--- src/rtl/core/ffba_pkg.sv ---
// Shared types and constants of the first-fit block allocator.
// No dependencies.
`default_nettype none

package ffba_pkg;

  localparam int POOL_BYTES   = 1048576;
  localparam int HEADER_BYTES = 32;
  localparam int MAX_BLOCKS   = 64;
  localparam int MIN_REST     = 64;

  localparam int SIZE_W = 21;
  localparam int IDX_W  = $clog2(MAX_BLOCKS);
  localparam int CNT_W  = IDX_W + 1;

  typedef enum logic [2:0] {
    ST_OK      = 3'd0,
    ST_ZERO    = 3'd1,
    ST_NOMEM   = 3'd2,
    ST_OUTSIDE = 3'd3,
    ST_NOSTART = 3'd4
  } status_e;

  typedef struct packed {
    logic [SIZE_W-1:0] size;
    logic              free;
  } entry_t;

  typedef struct packed {
    logic             re;
    logic [IDX_W-1:0] raddr;
    logic             we;
    logic [IDX_W-1:0] waddr;
    entry_t           wdata;
  } mem_req_t;

endpackage

`default_nettype wire

--- src/rtl/core/ffba_table.sv ---
// Block table memory: one write and one registered read port.
// Depends on ffba_pkg. Entry 0 reads as the whole pool until first written.
`default_nettype none

module ffba_table import ffba_pkg::*; (
  input  wire logic     clk_i,
  input  wire logic     rst_ni,
  input  wire mem_req_t req_i,
  output entry_t        rdata_o
);

  entry_t mem [MAX_BLOCKS];
  entry_t rd_q;
  logic   w0_q;
  logic   rd_init_q;

  always_ff @(posedge clk_i) begin
    if (req_i.we) begin
      mem[req_i.waddr] <= req_i.wdata;
    end
    if (req_i.re) begin
      rd_q <= mem[req_i.raddr];
    end
  end

  // Tracks whether entry 0 still holds its reset contents.
  always_ff @(posedge clk_i or negedge rst_ni) begin
    if (!rst_ni) begin
      w0_q      <= 1'b0;
      rd_init_q <= 1'b0;
    end else begin
      if (req_i.we && req_i.waddr == '0) begin
        w0_q <= 1'b1;
      end
      if (req_i.re) begin
        rd_init_q <= (req_i.raddr == '0) && !w0_q;
      end
    end
  end

  always_comb begin
    if (rd_init_q) begin
      rdata_o.size = SIZE_W'(POOL_BYTES - HEADER_BYTES);
      rdata_o.free = 1'b1;
    end else begin
      rdata_o = rd_q;
    end
  end

endmodule

`default_nettype wire

--- src/rtl/core/first_fit_block_allocator.sv ---
// Top level of the first-fit block allocator with coalescing.
// Depends on ffba_pkg and ffba_table.
//
//  Channel   Dir  tdata (low bit up)              tuser
//  s_axis    in   req_size[20:0], free_addr[41:21] action (0 alloc, 1 free)
//  m_axis    out  status[2:0]                      -
//
// One request is worked at a time. Every table access goes through the single
// table memory, whose read port is registered, so each visited entry takes a
// read state and an evaluate state. An allocate walks entries up to the first
// fit and, when a split occurs, moves every later entry up one place; a free walks
// entries to find the block and then makes a merge pass over every entry in use.
// Reset leaves one free block covering the pool; no clearing pass is needed.
// A finished status waits in S_RESP until the output register is free, and
// s_axis stays stalled meanwhile.
`default_nettype none

module first_fit_block_allocator import ffba_pkg::*; (
  input  wire logic        clk_i,
  input  wire logic        rst_ni,
  input  wire logic        s_axis_tvalid,
  output logic             s_axis_tready,
  input  wire logic [47:0] s_axis_tdata,  // req_size[20:0], free_addr[41:21]
  input  wire logic        s_axis_tuser,  // action
  output logic             m_axis_tvalid,
  input  wire logic        m_axis_tready,
  output logic [7:0]       m_axis_tdata   // status[2:0]
);

  typedef enum logic [3:0] {
    S_IDLE, S_A_RD, S_A_EV, S_SH_RD, S_SH_EV, S_SPLIT, S_TAKE,
    S_F_RD, S_F_EV, S_M_RD, S_M_EV, S_M_END, S_RESP
  } state_e;

  localparam logic [22:0] HDR23 = 23'(HEADER_BYTES);
  localparam logic [21:0] HDR22 = 22'(HEADER_BYTES);

  state_e            state_q;
  status_e           st_q;
  logic [CNT_W-1:0]  count_q;
  logic [CNT_W-1:0]  i_q;       // walk index
  logic [CNT_W-1:0]  k_q;       // shift index, also merge write index
  logic [IDX_W-1:0]  hit_q;
  logic [21:0]       need_q;
  logic [SIZE_W-1:0] hsize_q;
  logic              split_q;
  logic [21:0]       off_q;
  logic [SIZE_W-1:0] addr_q;
  entry_t            acc_q;
  logic              acc_v_q;
  logic              m_valid_q;
  status_e           m_status_q;

  mem_req_t          mem_req;
  entry_t            rdata;
  entry_t            mdata;
  logic              fits;
  logic              can_split;
  logic              join_run;
  logic [SIZE_W-1:0] req_size;
  logic [SIZE_W-1:0] free_addr;

  assign req_size  = s_axis_tdata[20:0];
  assign free_addr = s_axis_tdata[41:21];

  ffba_table u_table (
    .clk_i  (clk_i),
    .rst_ni (rst_ni),
    .req_i  (mem_req),
    .rdata_o(rdata)
  );

  // Evaluation of the entry just read.
  assign fits      = rdata.free && ({1'b0, rdata.size} >= need_q);
  assign can_split = ({2'b0, rdata.size} > ({1'b0, need_q} + HDR23 + 23'(MIN_REST)))
                     && (count_q < CNT_W'(MAX_BLOCKS));
  always_comb begin
    mdata      = rdata;
    mdata.free = rdata.free || (i_q[IDX_W-1:0] == hit_q);
  end
  assign join_run = acc_v_q && acc_q.free && mdata.free;

  // Memory port control follows the state.
  always_comb begin
    mem_req = '0;
    unique case (state_q)
      S_A_RD, S_F_RD, S_M_RD: begin
        mem_req.re    = 1'b1;
        mem_req.raddr = i_q[IDX_W-1:0];
      end
      S_SH_RD: begin
        mem_req.re    = 1'b1;
        mem_req.raddr = k_q[IDX_W-1:0];
      end
      S_SH_EV: begin
        mem_req.we    = 1'b1;
        mem_req.waddr = IDX_W'(k_q + 1'b1);
        mem_req.wdata = rdata;
      end
      S_SPLIT: begin
        mem_req.we         = 1'b1;
        mem_req.waddr      = IDX_W'(hit_q + 1'b1);
        mem_req.wdata.size = SIZE_W'({1'b0, hsize_q} - need_q - HDR22);
        mem_req.wdata.free = 1'b1;
      end
      S_TAKE: begin
        mem_req.we         = 1'b1;
        mem_req.waddr      = hit_q;
        mem_req.wdata.size = split_q ? need_q[SIZE_W-1:0] : hsize_q;
        mem_req.wdata.free = 1'b0;
      end
      S_M_EV: begin
        mem_req.we    = acc_v_q && !join_run;
        mem_req.waddr = k_q[IDX_W-1:0];
        mem_req.wdata = acc_q;
      end
      S_M_END: begin
        mem_req.we    = 1'b1;
        mem_req.waddr = k_q[IDX_W-1:0];
        mem_req.wdata = acc_q;
      end
      default: ;
    endcase
  end

  always_ff @(posedge clk_i or negedge rst_ni) begin
    if (!rst_ni) begin
      state_q    <= S_IDLE;
      st_q       <= ST_OK;
      count_q    <= CNT_W'(1);
      i_q        <= '0;
      k_q        <= '0;
      hit_q      <= '0;
      split_q    <= 1'b0;
      acc_v_q    <= 1'b0;
      m_valid_q  <= 1'b0;
      m_status_q <= ST_OK;
    end else begin
      // In S_RESP the output register is loaded below instead.
      if (m_valid_q && m_axis_tready && state_q != S_RESP) begin
        m_valid_q <= 1'b0;
      end
      unique case (state_q)
        S_IDLE: begin
          if (s_axis_tvalid) begin
            i_q     <= '0;
            addr_q  <= free_addr;
            off_q   <= HDR22;
            split_q <= 1'b0;
            need_q  <= ({1'b0, req_size} + 22'd7) & ~22'd7;
            if (!s_axis_tuser) begin
              if (req_size == '0) begin
                st_q    <= ST_ZERO;
                state_q <= S_RESP;
              end else begin
                state_q <= S_A_RD;
              end
            end else if ({1'b0, free_addr} < HDR22 ||
                         {1'b0, free_addr} >= 22'(POOL_BYTES)) begin
              st_q    <= ST_OUTSIDE;
              state_q <= S_RESP;
            end else begin
              state_q <= S_F_RD;
            end
          end
        end
        S_A_RD: begin
          if (i_q >= count_q) begin
            st_q    <= ST_NOMEM;
            state_q <= S_RESP;
          end else begin
            state_q <= S_A_EV;
          end
        end
        S_A_EV: begin
          if (fits) begin
            hit_q   <= i_q[IDX_W-1:0];
            hsize_q <= rdata.size;
            split_q <= can_split;
            k_q     <= count_q - 1'b1;
            if (!can_split) begin
              state_q <= S_TAKE;
            end else if (count_q - 1'b1 > i_q) begin
              state_q <= S_SH_RD;
            end else begin
              state_q <= S_SPLIT;
            end
          end else begin
            i_q     <= i_q + 1'b1;
            state_q <= S_A_RD;
          end
        end
        S_SH_RD: begin
          state_q <= S_SH_EV;
        end
        S_SH_EV: begin
          k_q     <= k_q - 1'b1;
          state_q <= (k_q > {1'b0, hit_q} + 1'b1) ? S_SH_RD : S_SPLIT;
        end
        S_SPLIT: begin
          count_q <= count_q + 1'b1;
          state_q <= S_TAKE;
        end
        S_TAKE: begin
          st_q    <= ST_OK;
          state_q <= S_RESP;
        end
        S_F_RD: begin
          if (i_q >= count_q) begin
            st_q    <= ST_NOSTART;
            state_q <= S_RESP;
          end else if (off_q == {1'b0, addr_q}) begin
            hit_q   <= i_q[IDX_W-1:0];
            i_q     <= '0;
            k_q     <= '0;
            acc_v_q <= 1'b0;
            state_q <= S_M_RD;
          end else begin
            state_q <= S_F_EV;
          end
        end
        S_F_EV: begin
          off_q   <= off_q + {1'b0, rdata.size} + HDR22;
          i_q     <= i_q + 1'b1;
          state_q <= S_F_RD;
        end
        S_M_RD: begin
          state_q <= (i_q >= count_q) ? S_M_END : S_M_EV;
        end
        S_M_EV: begin
          // Adjacent free blocks fold into the open block, headers included.
          if (join_run) begin
            acc_q.size <= SIZE_W'({1'b0, acc_q.size} + {1'b0, mdata.size} + HDR22);
          end else begin
            if (acc_v_q) begin
              k_q <= k_q + 1'b1;
            end
            acc_q   <= mdata;
            acc_v_q <= 1'b1;
          end
          i_q     <= i_q + 1'b1;
          state_q <= S_M_RD;
        end
        S_M_END: begin
          count_q <= k_q + 1'b1;
          st_q    <= ST_OK;
          state_q <= S_RESP;
        end
        S_RESP: begin
          if (!m_valid_q || m_axis_tready) begin
            m_valid_q  <= 1'b1;
            m_status_q <= st_q;
            state_q    <= S_IDLE;
          end
        end
        default: state_q <= S_IDLE;
      endcase
    end
  end

  assign s_axis_tready = (state_q == S_IDLE);
  assign m_axis_tvalid = m_valid_q;
  assign m_axis_tdata  = {5'b0, m_status_q};

endmodule

`default_nettype wire

--- config.mk ---
export PLATFORM = sky130hd
export DESIGN_NAME = first_fit_block_allocator
export DESIGN_NICKNAME = d
export VERILOG_FILES = /design/src/rtl/core/ffba_pkg.sv /design/src/rtl/core/ffba_table.sv /design/src/rtl/core/first_fit_block_allocator.sv
export SDC_FILE = /design/constraint.sdc
export NUM_CORES = 2
export LEC_CHECK = 0
export BUFFER_PORTS_ARGS = -buffer_cell sky130_fd_sc_hd__buf_2
export CAP_MARGIN = 20
export CORE_MARGIN = 2
export CORE_UTILIZATION = 57
export CTS_CLUSTER_DIAMETER = 200
export DETAILED_ROUTE_END_ITERATION = 7
export PLACE_DENSITY_LB_ADDON = 0.3
export SLEW_MARGIN = 5
export SYNTH_ARGS = -nofsm -noshare
export SYNTH_HDL_FRONTEND = slang
export SYNTH_SLANG_ARGS = --single-unit
--- constraint.sdc ---
create_clock -name clk_i -period 5.4 [get_ports clk_i]
set_input_delay 0.54 -clock clk_i [delete_from_list [all_inputs] [get_ports clk_i]]
set_output_delay 0.54 -clock clk_i [all_outputs]
set_load 0.01 [all_outputs]
# Yosys cells after proc, flatten, opt, wreduce, memory -nomap -nowiden
# Memories as Yosys holds them, arrays and structs flattened. A register that Yosys moved wholly into a read port is not among the register bits.
# Index checks and enable logic that the tools add are counted.
[totals] ff_bits=147 mem_bits_rw=1408 inputBits=53 memories=1 wordCells=168
[classes] reduce_logical=43 eq_ne=27 magnitude_cmp=8 add_sub_neg=16 muxes=54 bitwise=1
[mem_list] name="u_table.mem" words=64 width=22 read_ports=1 rd_ports_with_merged_regs=1 wr=1 line="ffba_table.sv:12" source="entry_t mem [MAX_BLOCKS];"
[op_table] operator="case mux 29 bit (5 select lines)" count=1
[op_table] operator="case mux 7 bit (4 select lines)" count=2
[op_table] operator="2-to-1 mux 7 bit" count=7
[op_table] operator="case mux 4 bit (12 select lines)" count=1
[op_table] operator="2-to-1 mux 22 bit" count=2
[op_table] operator="case mux 22 bit (2 select lines)" count=1
[op_table] operator="2-to-1 mux 21 bit" count=2
[op_table] operator="2-to-1 mux 3 bit" count=10
[op_table] operator="2-to-1 mux 4 bit" count=7
[op_table] operator="case mux 7 bit (2 select lines)" count=2
[op_table] operator="adder 22 x 6 -> 23 bit (second input constant)" count=1
[op_table] operator="adder 23 x 7 -> 23 bit (second input constant)" count=1
[op_table] operator="greater-than comparator 21 x 23 -> 1 bit" count=1
[op_table] operator="adder 21 x 3 -> 22 bit (second input constant)" count=1
[op_table] operator="adder 22 x 21 -> 22 bit" count=1
[op_table] operator="adder 22 x 6 -> 22 bit (second input constant)" count=1
[op_table] operator="equality test 22 x 21 -> 1 bit" count=1
[op_table] operator="greater-or-equal comparator 21 x 22 -> 1 bit" count=1
[op_table] operator="adder 21 bit" count=1
[op_table] operator="adder 21 x 6 -> 21 bit (second input constant)" count=1
[op_table] operator="adder 7 x 1 -> 7 bit (second input constant)" count=3
[op_table] operator="greater-or-equal comparator 21 bit (second input constant)" count=1
[op_table] operator="zero test 21 bit" count=1
[op_table] operator="< comparator 21 x 6 -> 1 bit (second input constant)" count=1
[op_table] operator="37 further kinds" count=98

# Logic depth before layout (Yosys ltp)
[depth] word_depth=8 ltp_mapped=15 mapped_depth_nobuf=15

# By module
# A second synthesis with hierarchy kept.
[unflattened] hier_cells=3764 hier_area_um2=67730.0
[by_module_without_submodules] mod="ffba_table" n_inst=1 cells_each=2353 seq_area_each_um2=42991.2 area_each_um2=54822.6
[by_module_without_submodules] mod="first_fit_block_allocator" n_inst=1 cells_each=1411 seq_area_each_um2=4155.2 area_each_um2=12907.4

# Least setup slack after synthesis
# No wires, ideal clock.
[synth_path] kind="flip-flop to flip-flop" start="register need_q[7]" end="memory u_table.mem[0][20] (netlist bit), data pin" synth_period_minus_slack_ns=5.430 path_buffers=0 path_stages_with_launch=12 setup_time_ns=0.702 path_slack_ns=-0.030 t_arrival_ns=4.729 path_cell_list="edfxtp_1 > ha_1 > inv_1 > ha_1 > a21oi_1 > nand2_1 > o2111ai_1 > nand4_1 > a31oi_1 > a21oi_1 > xnor2_1 > o21ai_0"
[synth_lines] item="start: declaration" line="first_fit_block_allocator.sv:44" source="logic [21:0] need_q;"
[synth_lines] item="start signal: assignment" line="first_fit_block_allocator.sv:150" source="need_q <= ({1'b0, req_size} + 22'd7) & ~22'd7;"
[synth_lines] item="end: declaration" line="ffba_table.sv:12"

==> flow_summary.yaml <==
worst_hold_path:
  hold_path.startpoint: "s_axis_tdata[8]"
  min_to: "need_q[8]"
  min_path_cells: 2
  min-delay-path-class: "in -> reg"
route:
  vias_per_cell: 6.65
  routed_wl_microns: 171000
  drc: 0
  ant_nets: 0
  vias: 38100
  drt_iter0_markers: 5095
  routedWlPerCell_microns: 29.9
  dr.pass1.iters: 6
setup_path:
  r2r_start: "u_table.rd_init_q"
  worstPathRequired_ns: 6.05
  reg2reg_to: "hit_q[5]"
  r2r_slack_ns: 0.94
  reg2reg_depth: 11
  worstPathArrival_ns: 5.11
  start_kind: "register"
  cp-end-kind: "register"
  critPathMaxFanout: 8
  crit_type: "reg -> reg"
floorplan:
  ios: 63
  initial_core_util: 0.572
  fp.dieH_microns: 348
  die_area_sq_um: 121000
  core_sq_um: 118000
  rows: 126
  die_x_microns: 348
synth:
  async_reset_ff_frac: 0.0266
  yosys.area.top_type: "edfxtp_1"
  synth_seq_cells: 1577
  yosysSeqAreaShare: 0.701
  synth.area.top_cells: "edfxtp_1, mux4_2, ha_1"
  synth-main-ff-cell: "edfxtp_1"
  syn_inst: 3827
  syn_area_per_cell_sq_um: 17.6
  synth_edf_count: 1535
  synth_cell_type_count: 75
  netlist_area_sq_um: 67300
  yosys.area.top_type_share: 0.685
  yosysWarnings: 0
cts:
  cts.htree.levels: 4
  insertion_delay_ns: 0.80
  numCtsBuffers: 157
  path_clk_slew_ns: 0.06
  cts_tree: "built"
  clock_path_buffers: 3
  root_buffer: "clkbuf_16"
  clock-sinks: 1577
  postCtsSetupBuffers: 0
cells_and_area:
  area_delta_synth_final_pct: 13.1
  layout_commonest_cell: "edfxtp_1"
  nets: 4293
  drive_gt1_frac: 0.226
  layout_common_cells: "edfxtp_1, mux4_2, nand2_1"
status:
  status: "finished clean"
timing:
  max_clock_freq_ghz: 0.224
  rsz0062_at_grt: "false"
  tightest_slew_ns: 1.22
  final_max_slew_viol_count: 0
  hold_viol: 0
  fin_hold_ws_ns: 0.112
  fin_crit_sh: 0.826
  final.min_clock_period_ns: 4.46
  timing.slew.headroom: 0.189
  setup-tns-final_ns: 0
  fin_skew_ns: 0.0471
  setup_viol: 0
global_routing:
  grt_pass1_wl_microns: 251000
  grt_pass1_vias: 37800
  grt_max_degree: 65
  track_usage: 0.286
  antenna_found_initial: 3
  grt_overflow_total: 0
placement:
  routabilityCongestion: 0.947
  hpwl_microns: 103000
  io_buffers: 51
flow_run:
  maxCapViolCount: 0
power:
  power.leakage_uw: 0.0253
  cellPowerDensity_nw_per_um2: 513
  ir_drop_v: 0.000388
-- power by group --
| part | switching, uW | leakage [uW] | internal (uW) |
|---|---|---|---|
| clock | 4680 | 0.00250 | 6220 |
| sequential | 431 | 0.0146 | 16200 |
| combinational | 7660 | 0.00814 | 3790 |
| total | 12800 | 0.0253 | 26200 |
-- registers in the layout, summed over array words and instances, names as in the netlist --
signal             flops
state_q                4
hsize_q               21
acc_v_q                1
hit_q                  6
acc_q                 22
count_q                7
k_q                    7
m_axis_tvalid          1
u_table.mem         1408
addr_q                21
u_table.rd_q          22
u_table.w0_q           1
m_status_q             3
off_q                 22
st_q                   3
split_q                1
need_q                19
i_q                    7
u_table.rd_init_q      1
-- timing repair --
action | CTS | global route
hold buffers | 22 | 0
resized for setup | 0 | 0
hold endpoints to repair | 62 | 0
-- per-layer routing --
metal | part of all wire | wire (microns) | vias to the layer above | GRT usage
met3 | 0.096 | 16400 | 335 | 0.0538
met1 | 0.38 | 65800 | 19500 | 0.394
met4 | 0.041 | 7040 | 2 | 0.116
met5 | 0.000076 | 13 | - | 0
met2 | 0.48 | 81900 | 2185 | 0.456
li1 | - | - | 16000 | -
-- synth_stat cells (6+ instances only) --
master / n
a211oi_1: 15
a21o_1: 33
a21oi_1: 124
a221o_1: 6
a221oi_1: 55
a222oi_1: 7
a22oi_1: 138
a31o_2: 6
a31oi_1: 8
and2_1: 6
and3_1: 21
buf_1: 7
buf_2: 47
buf_4: 31
clkbuf_1: 85
dfrtp_1: 41
edfxtp_1: 1535
ha_1: 179
inv_1: 119
mux2_2: 15
mux2i_1: 21
mux4_2: 350
nand2_1: 197
nand2b_1: 23
nand3_1: 51
nand4_1: 27
nor2_1: 194
nor2b_1: 18
nor3_1: 39
nor4_1: 17
o211ai_1: 13
o21a_1: 11
o21ai_0: 101
o21bai_1: 10
o221ai_1: 10
o22ai_1: 32
or2_2: 20
or3_1: 16
xnor2_1: 64
xor2_1: 57
-- worst max-delay path by stage --
stage	startpoint	end	cells past startpoint	slack (ns)
after floorplan	need_q[7]	u_table.mem[0][11]	9	0.21
after global placement	u_table.rd_init_q	hit_q[4]	11	0.94
after detailed placement	u_table.rd_init_q	hit_q[4]	11	0.94
after CTS	u_table.rd_init_q	hit_q[2]	11	0.88
after global routing	u_table.rd_init_q	hit_q[5]	11	0.74
final	u_table.rd_init_q	hit_q[5]	11	0.94
-- cells by family after synthesis --
family,Yosys count,share of synthesized area
buffers and inverters,293,0.0193
AOI/OAI and AO/OA,612,0.0620
DFF,1577,0.701
and+or+nand+nor,656,0.0456
adders and majority gates,181,0.0339
other,1,0.0000557
muxes,386,0.123
xor gates and xnor gates,121,0.0157
-- critical path: stages (launching register included) --
cell and delay [ns]:
dfrtp_1 0.46, nor2_1 0.41, inv_1 0.33, ha_1 0.37, a21o_1 0.19, a211o_1 0.31, a211oi_1 0.40, nor3b_1 0.31
o211ai_1 0.29, and2_1 0.32, nor2b_1 0.52, mux2_2 0.40
-- layout make-up --
class                   count  area, sq um
diodes                      3         7.51
clock buffers             188         4090
clock inverters            94         1060
fillers                  7786        41500
inverters                 120          450
multi-input cells        1961        19300
flip-flops and latches   1577        47100
well taps                1536         1920
repair buffers            242         2130
-- stage by stage --
| stage | power, uW | setup WS [ns] | utilization | std cells | area (sq um) |
|---|---|---|---|---|---|
| after detailed placement | 28100 | 0.943 | 0.601 | 5412 | 70700 |
| after floorplan | 23900 | 0.211 | - | 3831 | 67300 |
| after global placement | 27700 | 0.937 | 0.601 | 5410 | 70600 |
| final | 39000 | 0.941 | 0.647 | 5721 | 76100 |
| after CTS | 39000 | 0.876 | 0.646 | 5716 | 76000 |
| after global routing | 40500 | 0.738 | 0.647 | 5718 | 76100 |
No activity file was read; power rests on OpenSTA's default activity.
